File: config.mk
export PLATFORM = sky130hd
export DESIGN_NAME = json_bracket_matcher_flat
export DESIGN_NICKNAME = d
export VERILOG_FILES = /design/src/rtl/jbm_pkg.sv /design/src/rtl/jbm_if.sv /design/src/rtl/jbm_front.sv /design/src/rtl/jbm_queue.sv /design/src/rtl/jbm_back.sv /design/src/rtl/json_bracket_matcher.sv /design/src/flat_wrapper.sv
export SDC_FILE = /design/constraint.sdc
export NUM_CORES = 1
export LEC_CHECK = 0
export CORE_MARGIN = 1
export CORE_UTILIZATION = 30
export CTS_BUF_LIST = sky130_fd_sc_hd__clkbuf_8
export DETAILED_ROUTE_END_ITERATION = 6
export DONT_BUFFER_PORTS = 1
export HOLD_SLACK_MARGIN = 0.02
export SLEW_MARGIN = 15
export SYNTH_ARGS = -nofsm -noshare
export SYNTH_HDL_FRONTEND = slang
export SYNTH_HIERARCHICAL = 1
export SYNTH_SLANG_ARGS = --single-unit
File: constraint.sdc
create_clock -name clk -period 2.9 [get_ports clk]
set_input_delay 0.145 -clock clk [delete_from_list [all_inputs] [get_ports clk]]
set_output_delay 0.145 -clock clk [all_outputs]
set_load 0.005 [all_outputs]
File: src/rtl/jbm_pkg.sv
// Package for the JSON bracket matcher: byte codes, token classes,
// status codes and the token record passed from the front to the back.
// No dependencies.
`timescale 1ns / 1ps

package jbm_pkg;

  // Default depth of the closer stack
  localparam int JBM_STACK_DEPTH = 64;

  // Depth of the token queue between front and back
  localparam int QUEUE_DEPTH = 2;
  localparam int QPTR_W      = (QUEUE_DEPTH > 1) ? $clog2(QUEUE_DEPTH) : 1;
  localparam int QCNT_W      = $clog2(QUEUE_DEPTH + 1);

  // Byte values of interest
  localparam logic [7:0] CH_BACKSLASH = 8'h5C;
  localparam logic [7:0] CH_QUOTE     = 8'h22;
  localparam logic [7:0] CH_LCURLY    = 8'h7B;
  localparam logic [7:0] CH_LSQUARE   = 8'h5B;
  localparam logic [7:0] CH_RCURLY    = 8'h7D;
  localparam logic [7:0] CH_RSQUARE   = 8'h5D;

  // Token classes
  localparam logic [2:0] TK_OTHER  = 3'd0;
  localparam logic [2:0] TK_QUOTE  = 3'd1;
  localparam logic [2:0] TK_BSLASH = 3'd2;
  localparam logic [2:0] TK_OPEN   = 3'd3;
  localparam logic [2:0] TK_CLOSE  = 3'd4;

  // Result status codes
  localparam logic [2:0] ST_IDLE     = 3'd0;
  localparam logic [2:0] ST_SCAN     = 3'd1;
  localparam logic [2:0] ST_FOUND    = 3'd2;
  localparam logic [2:0] ST_MISMATCH = 3'd3;
  localparam logic [2:0] ST_UNTERM   = 3'd4;
  localparam logic [2:0] ST_OVERFLOW = 3'd5;

  // Classified byte, as queued between front and back
  typedef struct packed {
    logic [2:0] cls;           // token class
    logic       square;        // bracket rather than brace, for open/close
    logic       begin_search;
    logic       closer_kind;
    logic       end_of_text;
  } tok_t;

endpackage

File: src/rtl/jbm_if.sv
// Channel interfaces of the JSON bracket matcher: the byte input channel
// and the result channel, each with valid/ready handshake.
// No dependencies.
`timescale 1ns / 1ps

interface jbm_in_if;
  logic       valid;
  logic       ready;
  logic [7:0] text_byte;
  logic       begin_search;
  logic       closer_kind;
  logic       end_of_text;

  modport source (output valid, text_byte, begin_search, closer_kind, end_of_text,
                  input ready);
  modport sink   (input valid, text_byte, begin_search, closer_kind, end_of_text,
                  output ready);
endinterface

interface jbm_out_if;
  logic        valid;
  logic        ready;
  logic [2:0]  status;
  logic [31:0] match_offset;

  modport source (output valid, status, match_offset, input ready);
  modport sink   (input valid, status, match_offset, output ready);
endinterface

File: src/rtl/jbm_front.sv
// Front of the JSON bracket matcher: accepts bytes and classifies them
// into tokens for the queue. Depends on jbm_pkg and jbm_in_if.
`timescale 1ns / 1ps

module jbm_front
  import jbm_pkg::*;
(
  jbm_in_if.sink in_ch,
  output logic   tok_valid,
  output tok_t   tok,
  input  logic   tok_ready
);

  // Pass the handshake through to the queue
  assign tok_valid   = in_ch.valid;
  assign in_ch.ready = tok_ready;

  // Classify the byte
  always_comb begin
    tok.cls          = TK_OTHER;
    tok.square       = 1'b0;
    tok.begin_search = in_ch.begin_search;
    tok.closer_kind  = in_ch.closer_kind;
    tok.end_of_text  = in_ch.end_of_text;
    case (in_ch.text_byte)
      CH_QUOTE:     tok.cls = TK_QUOTE;
      CH_BACKSLASH: tok.cls = TK_BSLASH;
      CH_LCURLY: begin
        tok.cls = TK_OPEN;
      end
      CH_LSQUARE: begin
        tok.cls    = TK_OPEN;
        tok.square = 1'b1;
      end
      CH_RCURLY: begin
        tok.cls = TK_CLOSE;
      end
      CH_RSQUARE: begin
        tok.cls    = TK_CLOSE;
        tok.square = 1'b1;
      end
      default:      tok.cls = TK_OTHER;
    endcase
  end

endmodule

File: src/rtl/jbm_queue.sv
// Token queue between the front and the back of the JSON bracket matcher.
// Depends on jbm_pkg.
`timescale 1ns / 1ps

module jbm_queue
  import jbm_pkg::*;
(
  input  logic clk,
  input  logic rst_n,
  input  logic wr_valid,
  input  tok_t wr_tok,
  output logic wr_ready,
  output logic rd_valid,
  output tok_t rd_tok,
  input  logic rd_ready
);

  tok_t              q_mem_r [QUEUE_DEPTH];
  logic [QPTR_W-1:0] wr_ptr_r, wr_ptr_nxt;
  logic [QPTR_W-1:0] rd_ptr_r, rd_ptr_nxt;
  logic [QCNT_W-1:0] cnt_r, cnt_nxt;
  logic              push, pop;

  assign wr_ready = (cnt_r != QCNT_W'(QUEUE_DEPTH));
  assign rd_valid = (cnt_r != '0);
  assign rd_tok   = q_mem_r[rd_ptr_r];
  assign push     = wr_valid && wr_ready;
  assign pop      = rd_valid && rd_ready;

  // Advance pointers with wrap, track fill
  always_comb begin
    wr_ptr_nxt = wr_ptr_r;
    rd_ptr_nxt = rd_ptr_r;
    cnt_nxt    = cnt_r;
    if (push) begin
      wr_ptr_nxt = (wr_ptr_r == QPTR_W'(QUEUE_DEPTH - 1)) ? '0 : wr_ptr_r + 1'b1;
    end
    if (pop) begin
      rd_ptr_nxt = (rd_ptr_r == QPTR_W'(QUEUE_DEPTH - 1)) ? '0 : rd_ptr_r + 1'b1;
    end
    if (push && !pop) begin
      cnt_nxt = cnt_r + 1'b1;
    end else if (pop && !push) begin
      cnt_nxt = cnt_r - 1'b1;
    end
  end

  always_ff @(posedge clk) begin
    if (!rst_n) begin
      wr_ptr_r <= '0;
      rd_ptr_r <= '0;
      cnt_r    <= '0;
    end else begin
      wr_ptr_r <= wr_ptr_nxt;
      rd_ptr_r <= rd_ptr_nxt;
      cnt_r    <= cnt_nxt;
    end
  end

  // Store entries
  always_ff @(posedge clk) begin
    if (push) begin
      q_mem_r[wr_ptr_r] <= wr_tok;
    end
  end

endmodule

File: src/rtl/jbm_back.sv
// Back of the JSON bracket matcher: string/escape tracking, closer stack,
// offset counter and the result register. Depends on jbm_pkg, jbm_out_if.
`timescale 1ns / 1ps

module jbm_back
  import jbm_pkg::*;
#(
  parameter int STACK_DEPTH = JBM_STACK_DEPTH
) (
  input  logic       clk,
  input  logic       rst_n,
  input  logic       tok_valid,
  input  tok_t       tok,
  output logic       tok_ready,
  jbm_out_if.source  out_ch
);

  localparam int DW = $clog2(STACK_DEPTH + 1);

  // Search state; stack top sits at bit 0
  logic [STACK_DEPTH-1:0] stk_r, stk_nxt, stk_cur;
  logic [DW-1:0]          dep_r, dep_nxt, dep_cur;
  logic                   str_r, str_nxt, str_cur;
  logic                   esc_r, esc_nxt, esc_cur;
  logic                   act_r, act_nxt, act_cur;
  logic [31:0]            cnt_r, cnt_nxt, cnt_cur;

  // Result register
  logic                   out_valid_r, out_valid_nxt;
  logic [2:0]             out_status_r, status_nxt;
  logic [31:0]            out_offset_r, offset_nxt;

  logic                   fire;

  assign tok_ready = !out_valid_r || out_ch.ready;
  assign fire      = tok_valid && tok_ready;

  // Seed a fresh search on begin, else carry the stored state
  always_comb begin
    if (tok.begin_search) begin
      stk_cur = STACK_DEPTH'(tok.closer_kind);
      dep_cur = DW'(1);
      str_cur = 1'b0;
      esc_cur = 1'b0;
      act_cur = 1'b1;
      cnt_cur = '0;
    end else begin
      stk_cur = stk_r;
      dep_cur = dep_r;
      str_cur = str_r;
      esc_cur = esc_r;
      act_cur = act_r;
      cnt_cur = cnt_r;
    end
  end

  // Execute one token
  always_comb begin
    stk_nxt    = stk_cur;
    dep_nxt    = dep_cur;
    str_nxt    = str_cur;
    esc_nxt    = esc_cur;
    act_nxt    = act_cur;
    cnt_nxt    = cnt_cur;
    status_nxt = ST_IDLE;
    offset_nxt = '0;
    if (act_cur) begin
      status_nxt = ST_SCAN;
      offset_nxt = cnt_cur;
      cnt_nxt    = (cnt_cur == '1) ? cnt_cur : cnt_cur + 32'd1;
      if (str_cur) begin
        // Inside a string: only quote and backslash matter
        if (tok.cls == TK_BSLASH) begin
          esc_nxt = !esc_cur;
        end else if (tok.cls == TK_QUOTE && !esc_cur) begin
          str_nxt = 1'b0;
        end else begin
          esc_nxt = 1'b0;
        end
      end else begin
        case (tok.cls)
          TK_QUOTE: begin
            str_nxt = 1'b1;
            esc_nxt = 1'b0;
          end
          TK_OPEN: begin
            if (dep_cur == DW'(STACK_DEPTH)) begin
              status_nxt = ST_OVERFLOW;
            end else begin
              stk_nxt = (stk_cur << 1) | STACK_DEPTH'(tok.square);
              dep_nxt = dep_cur + 1'b1;
            end
          end
          TK_CLOSE: begin
            if (dep_cur == '0 || stk_cur[0] != tok.square) begin
              status_nxt = ST_MISMATCH;
            end else begin
              stk_nxt = stk_cur >> 1;
              dep_nxt = dep_cur - 1'b1;
              if (dep_cur == DW'(1)) begin
                status_nxt = ST_FOUND;
              end
            end
          end
          default: begin
          end
        endcase
      end
      // End of text without a verdict
      if (status_nxt == ST_SCAN && tok.end_of_text) begin
        status_nxt = ST_UNTERM;
      end
      if (status_nxt != ST_SCAN) begin
        act_nxt = 1'b0;
      end
    end
  end

  // Hold the result until taken
  always_comb begin
    out_valid_nxt = out_valid_r;
    if (fire) begin
      out_valid_nxt = 1'b1;
    end else if (out_ch.ready) begin
      out_valid_nxt = 1'b0;
    end
  end

  always_ff @(posedge clk) begin
    if (!rst_n) begin
      stk_r       <= '0;
      dep_r       <= '0;
      str_r       <= 1'b0;
      esc_r       <= 1'b0;
      act_r       <= 1'b0;
      cnt_r       <= '0;
      out_valid_r <= 1'b0;
    end else begin
      out_valid_r <= out_valid_nxt;
      if (fire) begin
        stk_r <= stk_nxt;
        dep_r <= dep_nxt;
        str_r <= str_nxt;
        esc_r <= esc_nxt;
        act_r <= act_nxt;
        cnt_r <= cnt_nxt;
      end
    end
  end

  // Result payload
  always_ff @(posedge clk) begin
    if (fire) begin
      out_status_r <= status_nxt;
      out_offset_r <= offset_nxt;
    end
  end

  assign out_ch.valid        = out_valid_r;
  assign out_ch.status       = out_status_r;
  assign out_ch.match_offset = out_offset_r;

endmodule

File: src/rtl/json_bracket_matcher.sv
// A result is registered: its byte passes through the queue, then the result register.
// Throughput: one byte per cycle while out_ch is ready; the back executes one queued token per
// cycle and the closer stack is a shift register whose top is always at hand.
// Reset: synchronous active-low rst_n empties the queue, drops any pending result and
// clears the search state (no active search, empty stack, offset zero).
// Top level; depends on jbm_pkg, jbm_if, jbm_front, jbm_queue and jbm_back.
`timescale 1ns / 1ps

module json_bracket_matcher
  import jbm_pkg::*;
#(
  parameter int STACK_DEPTH = JBM_STACK_DEPTH
) (
  input  logic       clk,
  input  logic       rst_n,
  jbm_in_if.sink     in_ch,
  jbm_out_if.source  out_ch
);

  logic f_valid, f_ready;
  tok_t f_tok;
  logic q_valid, q_ready;
  tok_t q_tok;

  // Classify incoming bytes
  jbm_front u_front (
    .in_ch     (in_ch),
    .tok_valid (f_valid),
    .tok       (f_tok),
    .tok_ready (f_ready)
  );

  // Decouple front and back
  jbm_queue u_queue (
    .clk      (clk),
    .rst_n    (rst_n),
    .wr_valid (f_valid),
    .wr_tok   (f_tok),
    .wr_ready (f_ready),
    .rd_valid (q_valid),
    .rd_tok   (q_tok),
    .rd_ready (q_ready)
  );

  // Execute tokens and produce results
  jbm_back #(
    .STACK_DEPTH (STACK_DEPTH)
  ) u_back (
    .clk       (clk),
    .rst_n     (rst_n),
    .tok_valid (q_valid),
    .tok       (q_tok),
    .tok_ready (q_ready),
    .out_ch    (out_ch)
  );

`ifndef ASSERT_OFF
  // An idle answer carries a zero offset
  a_idle_zero: assert property (@(posedge clk) disable iff (!rst_n)
    out_ch.valid && out_ch.status == ST_IDLE |-> out_ch.match_offset == 32'd0)
    else $error("idle result with nonzero offset");

  // Status codes stay within the defined set
  a_status_range: assert property (@(posedge clk) disable iff (!rst_n)
    out_ch.valid |-> out_ch.status <= ST_OVERFLOW)
    else $error("undefined status code");

  // Input is held off only while the queue has work
  a_stall_cause: assert property (@(posedge clk) disable iff (!rst_n)
    !in_ch.ready |-> q_valid)
    else $error("input stalled with empty queue");

  // No result right after reset
  a_reset_clear: assert property (@(posedge clk)
    $past(!rst_n) |-> !out_ch.valid)
    else $error("result valid after reset");
`endif

endmodule
File: src/flat_wrapper.sv
// flat-port wrapper written by rule: the top's interface ports become plain ports
module json_bracket_matcher_flat import jbm_pkg::*;
#(
  parameter int STACK_DEPTH = JBM_STACK_DEPTH
)
  (clk, rst_n, in_ch_valid, in_ch_text_byte, in_ch_begin_search, in_ch_closer_kind, in_ch_end_of_text, in_ch_ready, out_ch_valid, out_ch_status, out_ch_match_offset, out_ch_ready);
  jbm_in_if in_ch_i ();
  jbm_out_if out_ch_i ();
  input  logic clk;
  input  logic rst_n;
  input wire logic [$bits(in_ch_i.valid)-1:0] in_ch_valid;
  input wire logic [$bits(in_ch_i.text_byte)-1:0] in_ch_text_byte;
  input wire logic [$bits(in_ch_i.begin_search)-1:0] in_ch_begin_search;
  input wire logic [$bits(in_ch_i.closer_kind)-1:0] in_ch_closer_kind;
  input wire logic [$bits(in_ch_i.end_of_text)-1:0] in_ch_end_of_text;
  output wire logic [$bits(in_ch_i.ready)-1:0] in_ch_ready;
  output wire logic [$bits(out_ch_i.valid)-1:0] out_ch_valid;
  output wire logic [$bits(out_ch_i.status)-1:0] out_ch_status;
  output wire logic [$bits(out_ch_i.match_offset)-1:0] out_ch_match_offset;
  input wire logic [$bits(out_ch_i.ready)-1:0] out_ch_ready;
  assign in_ch_i.valid = in_ch_valid;
  assign in_ch_i.text_byte = in_ch_text_byte;
  assign in_ch_i.begin_search = in_ch_begin_search;
  assign in_ch_i.closer_kind = in_ch_closer_kind;
  assign in_ch_i.end_of_text = in_ch_end_of_text;
  assign in_ch_ready = in_ch_i.ready;
  assign out_ch_valid = out_ch_i.valid;
  assign out_ch_status = out_ch_i.status;
  assign out_ch_match_offset = out_ch_i.match_offset;
  assign out_ch_i.ready = out_ch_ready;
  json_bracket_matcher #(.STACK_DEPTH(STACK_DEPTH)) u_core (.clk(clk), .rst_n(rst_n), .in_ch(in_ch_i), .out_ch(out_ch_i));
endmodule
* Yosys cells after proc, flatten, opt, wreduce, memory -nomap -nowiden
Memories as Yosys holds them, arrays and structs flattened. A register that Yosys moved wholly into a read port is not among the register bits.
Cells that the tools add are included.
** Word-level totals
- Memories :: 1
- Input port bits :: 15
- Word-level logic and storage cells :: 107
- Flip-flop bits (word level) :: 146
- Output and inout bits :: 37
- Bits in writable memories :: 14
** Memories
- u_core.u_queue.q_mem_r :: depth 2, width 7, rd ports 1, clocked after memory_dff 1, write ports 1, RTL line jbm_queue.sv:18 : tok_t q_mem_r [QUEUE_DEPTH];
** Operators by class
- Reduce and logical (&&, ||, !) cells :: 19
- Bitwise operators :: 1
- Mux-type cells :: 50
- $add $sub $neg :: 7
- Equality and inequality tests :: 17
** Operator list (number)
- 64-bit 2-to-1 mux :: 5
- 64-bit one-hot mux with 2 select lines :: 1
- 32-bit 2-to-1 mux :: 3
- 64-bit by 1-bit OR with 64-bit output :: 1
- 8-bit by 7-bit == test with 1-bit output, second input constant :: 5
- 7-bit 2-to-1 mux :: 5
- 32-bit by 1-bit adder with 32-bit output, second input constant :: 1
- 32-bit == test, second input constant :: 1
- 1-bit 2-to-1 mux :: 24
- 3-bit 2-to-1 mux :: 5
- 7-bit one-hot mux with 2 select lines :: 1
- 3-bit one-hot mux with 4 select lines :: 1
- 8-bit by 6-bit == test with 1-bit output, second input constant :: 1
- 2-bit 2-to-1 mux :: 4
- 7-bit by 1-bit adder with 7-bit output, second input constant :: 1
- 7-bit by 1-bit == test with 1-bit output, second input constant :: 1
- 7-bit == test, second input constant :: 1
- 7-bit zero test :: 1
- 7-bit by 1-bit subtractor with 7-bit output, second input constant :: 1
- 3-bit by 1-bit == test with 1-bit output, second input constant :: 2
- 3-bit by 2-bit == test with 1-bit output, second input constant :: 2
- 1-bit logical AND :: 6
- 3-bit one-hot mux with 2 select lines :: 1
- 2-bit nonzero test :: 3
- 10 further kinds :: 17

* Depth between registers and ports, before layout
- Word-level depth :: 14
- Mapped depth :: 15
- Gate-level depth less buffers :: 11

* Hierarchy
The synthesis kept the hierarchy.
** By module, submodules not included
- jbm_back :: times used 1, cells each 755, area an instance 6819.0 um^2, seq. area each 3193.1 um^2
- jbm_queue :: times used 1, cells each 46, area an instance 747.0 um^2, seq. area each 520.5 um^2
- jbm_front :: times used 1, cells each 19, area an instance 146.4 um^2, seq. area each 0.0 um^2

* Worst setup path after synthesis
Ideal clock, no wire load.
- Path type :: flip-flop to flip-flop
- Start point :: reg (tool-made name)
- End point :: reg u_core.u_back.cnt_r[21]
- Path buffers :: 5
- Clock period less this slack :: 2.961 ns
- Path slack :: -0.061 ns
- Required time :: 2.785 ns
- Stages on the path, launching flop included :: 15
- Arrival :: 2.846 ns
- Setup time :: 0.115 ns
- Path through :: dfxtp_1 > buf_2 > mux2_2 > buf_6 > buf_6 > buf_6 > clkbuf_1 > nor2b_1 > ha_1 > nor2b_1 > and4_1 > nor3b_1 > or3_1 > nor4_1 > o21a_1
** RTL lines
- end signal, assigned :: RTL line jbm_back.sv:146 : cnt_r <= cnt_nxt;
- end, declared :: RTL line jbm_back.sv:26 : logic [31:0] cnt_r, cnt_nxt, cnt_cur;

==> metrics.md <==
| Metric | Value |
|---|---|
| Outcome | `finished, final reports clean` |
| Routed wire length | `between 15000 and 20000 um` |
| Syn avg cell area | `approximately 9.4 sq um` |
| Vias | `6129` |
| Post-Synthesis Cells | `820` |
| Most used cells in the layout excluding fill and tap cells | `nand2_1 (122), dfxtp_1 (112), a22oi_1 (60)` |
| Crit path cell chain | `mux2_4 > buf_4 > and4b_1 > and4_1 > nand3_1 > o41ai_1 > a21boi_0 > o21a_1` |
| Placer Congestion | `0.925` |
| Seq. cell area | `~3700 sq um` |
| Root buffer cell | `clkbuf_8` |
| Commonest non-fill, non-tap cell in the layout | `nand2_1` |
| LEAKAGE | `~3.0 nW` |
| Pre-CTS worst setup slack | `-0.0713 ns` |
| Netlist Area Pre-Place | `about 7700 sq um` |
| Main synth FF type | `dfxtp_1` |
| Area growth from synthesis to layout | `14.4%` |
| Remaining Overflow, GRT | `0` |
| HP Class | `in2reg` |
| Drt drc | `0` |
| Top post-synthesis cells by area | `dfxtp_1 (29%), edfxtp_1 (19%), nand2_1 (5.9%), a22oi_1 (5.8%), and2_1 (3.2%)` |
| Final setup vio count | `0` |
| Largest net degree at the start of global routing | `84` |
| Synthesis Warnings | `6` |
| GRT Overall Usage | `approximately 14%` |
| Max VDD drop | `0.295 mV` |
| Starting Density | `between 30% and 40%` |
| Multi-input gate area | `about 3700 sq um` |
| Skew final | `around 0.011 ns` |
| Post-Route Utilization | `a little over a third` |
| Syn_nets | `between 800 and 900` |
| Design Area, Final | `between 8000 and 9000 sq um` |
| Tightest Pin Transition | `~0.86 ns` |
| Setup TNS | `0 ns` |
| Number of global-route vias before repair | `between 5000 and 6000` |
| Yosys top cell area share | `between 20 and 30%` |
| Core ar. | `approximately 25000 sq um` |
| Max stage delay on crit path | `around 0.4 ns` |
| Final worst slack | `around 0.19 ns` |
| Remaining antenna violation count after routing | `0` |
| # fillers | `between 2000 and 3000` |
| WL per Instance | `~15 um` |
| N_diodes | `0` |
| Number of synthesized flops with an enable pin | `49` |
| Final hold slack | `about 0.061 ns` |
| Detailed Route Iter0 Violations | `approximately 430` |
| Peak Freq | `roughly 0.37 GHz` |
| Final Hold Fails | `0` |
| Relative slew slack | `roughly 42%` |
| Drt first pass iters | `5` |
| Compound-Gate Fraction of Synth Area | `~17%` |
| CTS H-tree depth | `4` |
| # IOs | `52` |
| Clock latency on the worst-skew pair | `approximately 0.46 ns` |
| Die H | `162 um` |
| Async S/R FF share, synth | `0%` |
| Drt via density | `5.13` |
| Arrival time worst endpoint | `3.06 ns` |
| Tmin final | `2.71 ns` |
| CP Max Fanout | `16` |
| Largest family of logic cells by synthesized area | `simple AND/OR/NAND/NOR gates` |
| CP Launch Type | `register` |
| Top delay family on crit path | `simple AND/OR/NAND/NOR gates` |
| Dpl cell area | `8220 sq um` |
| MaxCap Viol Count | `0` |
| CP Capture Type | `register` |
| Simple-gate share of the synthesized area | `between 20% and 30%` |
| Share of layout cells above drive strength 1 | `~15%` |
| XOR/XNOR share of the synthesized area | `3.41%` |
| I/O Buffers | `0` |
| HPWL Detailed | `about 12000 um` |
| Layout Nets | `872` |
| # rows | `58` |
| Initial antenna violation count | `0` |
| Longest Clk Path Bufs | `2` |
| Die area | `26400 sq um` |
| Die width | `about 160 um` |
| Postcts setup bufs | `0` |
| Clk sinks | `between 150 and 200` |
| Synth cell types | `80` |
| Clock slew at reported path FFs | `about 0.090 ns` |
| Seq cells post-synth | `between 150 and 200` |
| Multiplexer area fraction after synthesis | `under 10%` |
| Pins Over Slew Limit | `0` |
| Global-route wire length before repair | `roughly 29000 um` |
| Register area share after synthesis | `48.2%` |
| Required @ worst endpoint | `roughly 3.3 ns` |
| Pwr per Cell Area | `about 700 nW/um^2` |
| Num CTS Buffers | `17` |
| Setup CP Type | `reg2reg` |
| Tcrit/Tclk final | `93.4%` |
| Bufs and invs on worst path | `1` |
| Post-Synth Adder-Cell Area | `less than 1%` |
| CTS tree | `built` |
| Slowest stage cell, crit path | `dfxtp_1` |
| Area leader, netlist | `dfxtp_1` |
## metal layers
| layer | part of all wire, % | global-route usage, % | up-vias |
|---|---|---|---|
| li1 | - | - | 3045 |
| met1 | 48 | 19.0 | 2915 |
| met2 | 46 | 21.6 | 151 |
| met3 | 4.4 | 2.78 | 18 |
| met4 | 1.5 | 5.36 | 0 |
| met5 | 0 | 0 | - |
## report_power, final
| part | internal, mW | switching [mW] |
|---|---|---|
| combinational | 0.645 | 1.10 |
| sequential | 2.66 | 0.130 |
| clock | 0.738 | 0.882 |
## Yosys cell counts (3+ instances only)
cell type and number:
and2_1 40, nor2_1 44, buf_6 9, nor4b_1 3, xor2_1 26, nand4b_1 3
edfxtp_1 49, nor3b_1 3, nand4_1 10, nor3_4 3, o21ai_1 28, o31ai_1 3
a31oi_1 5, nand2b_4 3, xnor2_1 4, or4b_1 3, nor2b_1 6, buf_2 11
and3_1 7, nand3_1 29, nand3b_1 4, a22oi_1 60, ha_1 5, clkbuf_1 27
a21oi_1 17, mux2i_1 3, or3_1 4, inv_1 11, buf_4 6, nor4_1 17
a22o_1 3, mux2_2 8, nand2_1 122, and4b_1 3, nor3_1 14, and4_1 8
o21ai_2 7, dfxtp_1 112, o21ai_0 47
## registers in the layout, summed over array words and instances (netlist names), named ones only
register / flops
u_core/u_back/str_r: 1
u_core/u_back/act_r: 1
u_core/u_back/stk_r: 64
u_core/u_back/out_ch.valid: 1
u_core/u_back/dep_r: 7
u_core/u_queue/q_mem_r: 14
u_core/u_back/out_ch.status: 3
u_core/u_back/esc_r: 1
u_core/u_back/out_ch.match_offset: 32
u_core/u_queue/wr_ptr_r: 1
u_core/u_back/cnt_r: 32
u_core/u_queue/rd_ptr_r: 1
u_core/u_queue/cnt_r: 2
## cells by family (layout without fill, tap and decap cells)
| family | Yosys count | in the layout |
|---|---|---|
| muxes | 12 | 12 |
| DFF | 161 | 161 |
| and+or+nand+nor | 347 | 349 |
| xor gates and xnor gates | 30 | 30 |
| buffers and inverters | 68 | 111 |
| AOI/OAI and AO/OA | 197 | 197 |
| adders and majority gates | 5 | 5 |
## final timing paths
check	from	endpoint	slack (ns)	cells after the start
worst max register to register	register	u_core/u_back/cnt_r[21]	0.19	8
worst min register to register	u_core/u_back/stk_r[2]	u_core/u_back/stk_r[2]	0.47	2
worst max-delay path	register	u_core/u_back/cnt_r[21]	0.19	8
worst min-delay path	in_ch_text_byte[4]	u_core/u_queue/q_mem_r[0][5]	0.06	2
## area by class of cell
cell class,count,share of cell area (%)
flip-flops and latches,161,42.1
multi-input cells,593,41.9
repair buffers,65,6.37
well taps,330,4.68
clock buffers,19,2.96
clock inverters,13,1.39
inverters,14,0.595
## repair_timing
item,CTS,global route
pin swaps,2,3
hold endpoints to repair,94,0
endpoints found under the setup margin,29,51
gates cloned,2,0
hold buffers,16,0
resized for setup,0,7
## per-stage QoR
step	instances	power [mW]
floorplan	820	3.90
global placement	1145	4.51
detailed placement	1145	4.53
CTS	1195	6.21
global route	1195	6.50
finish	1195	6.15
(Power assumes the default switching activity.)
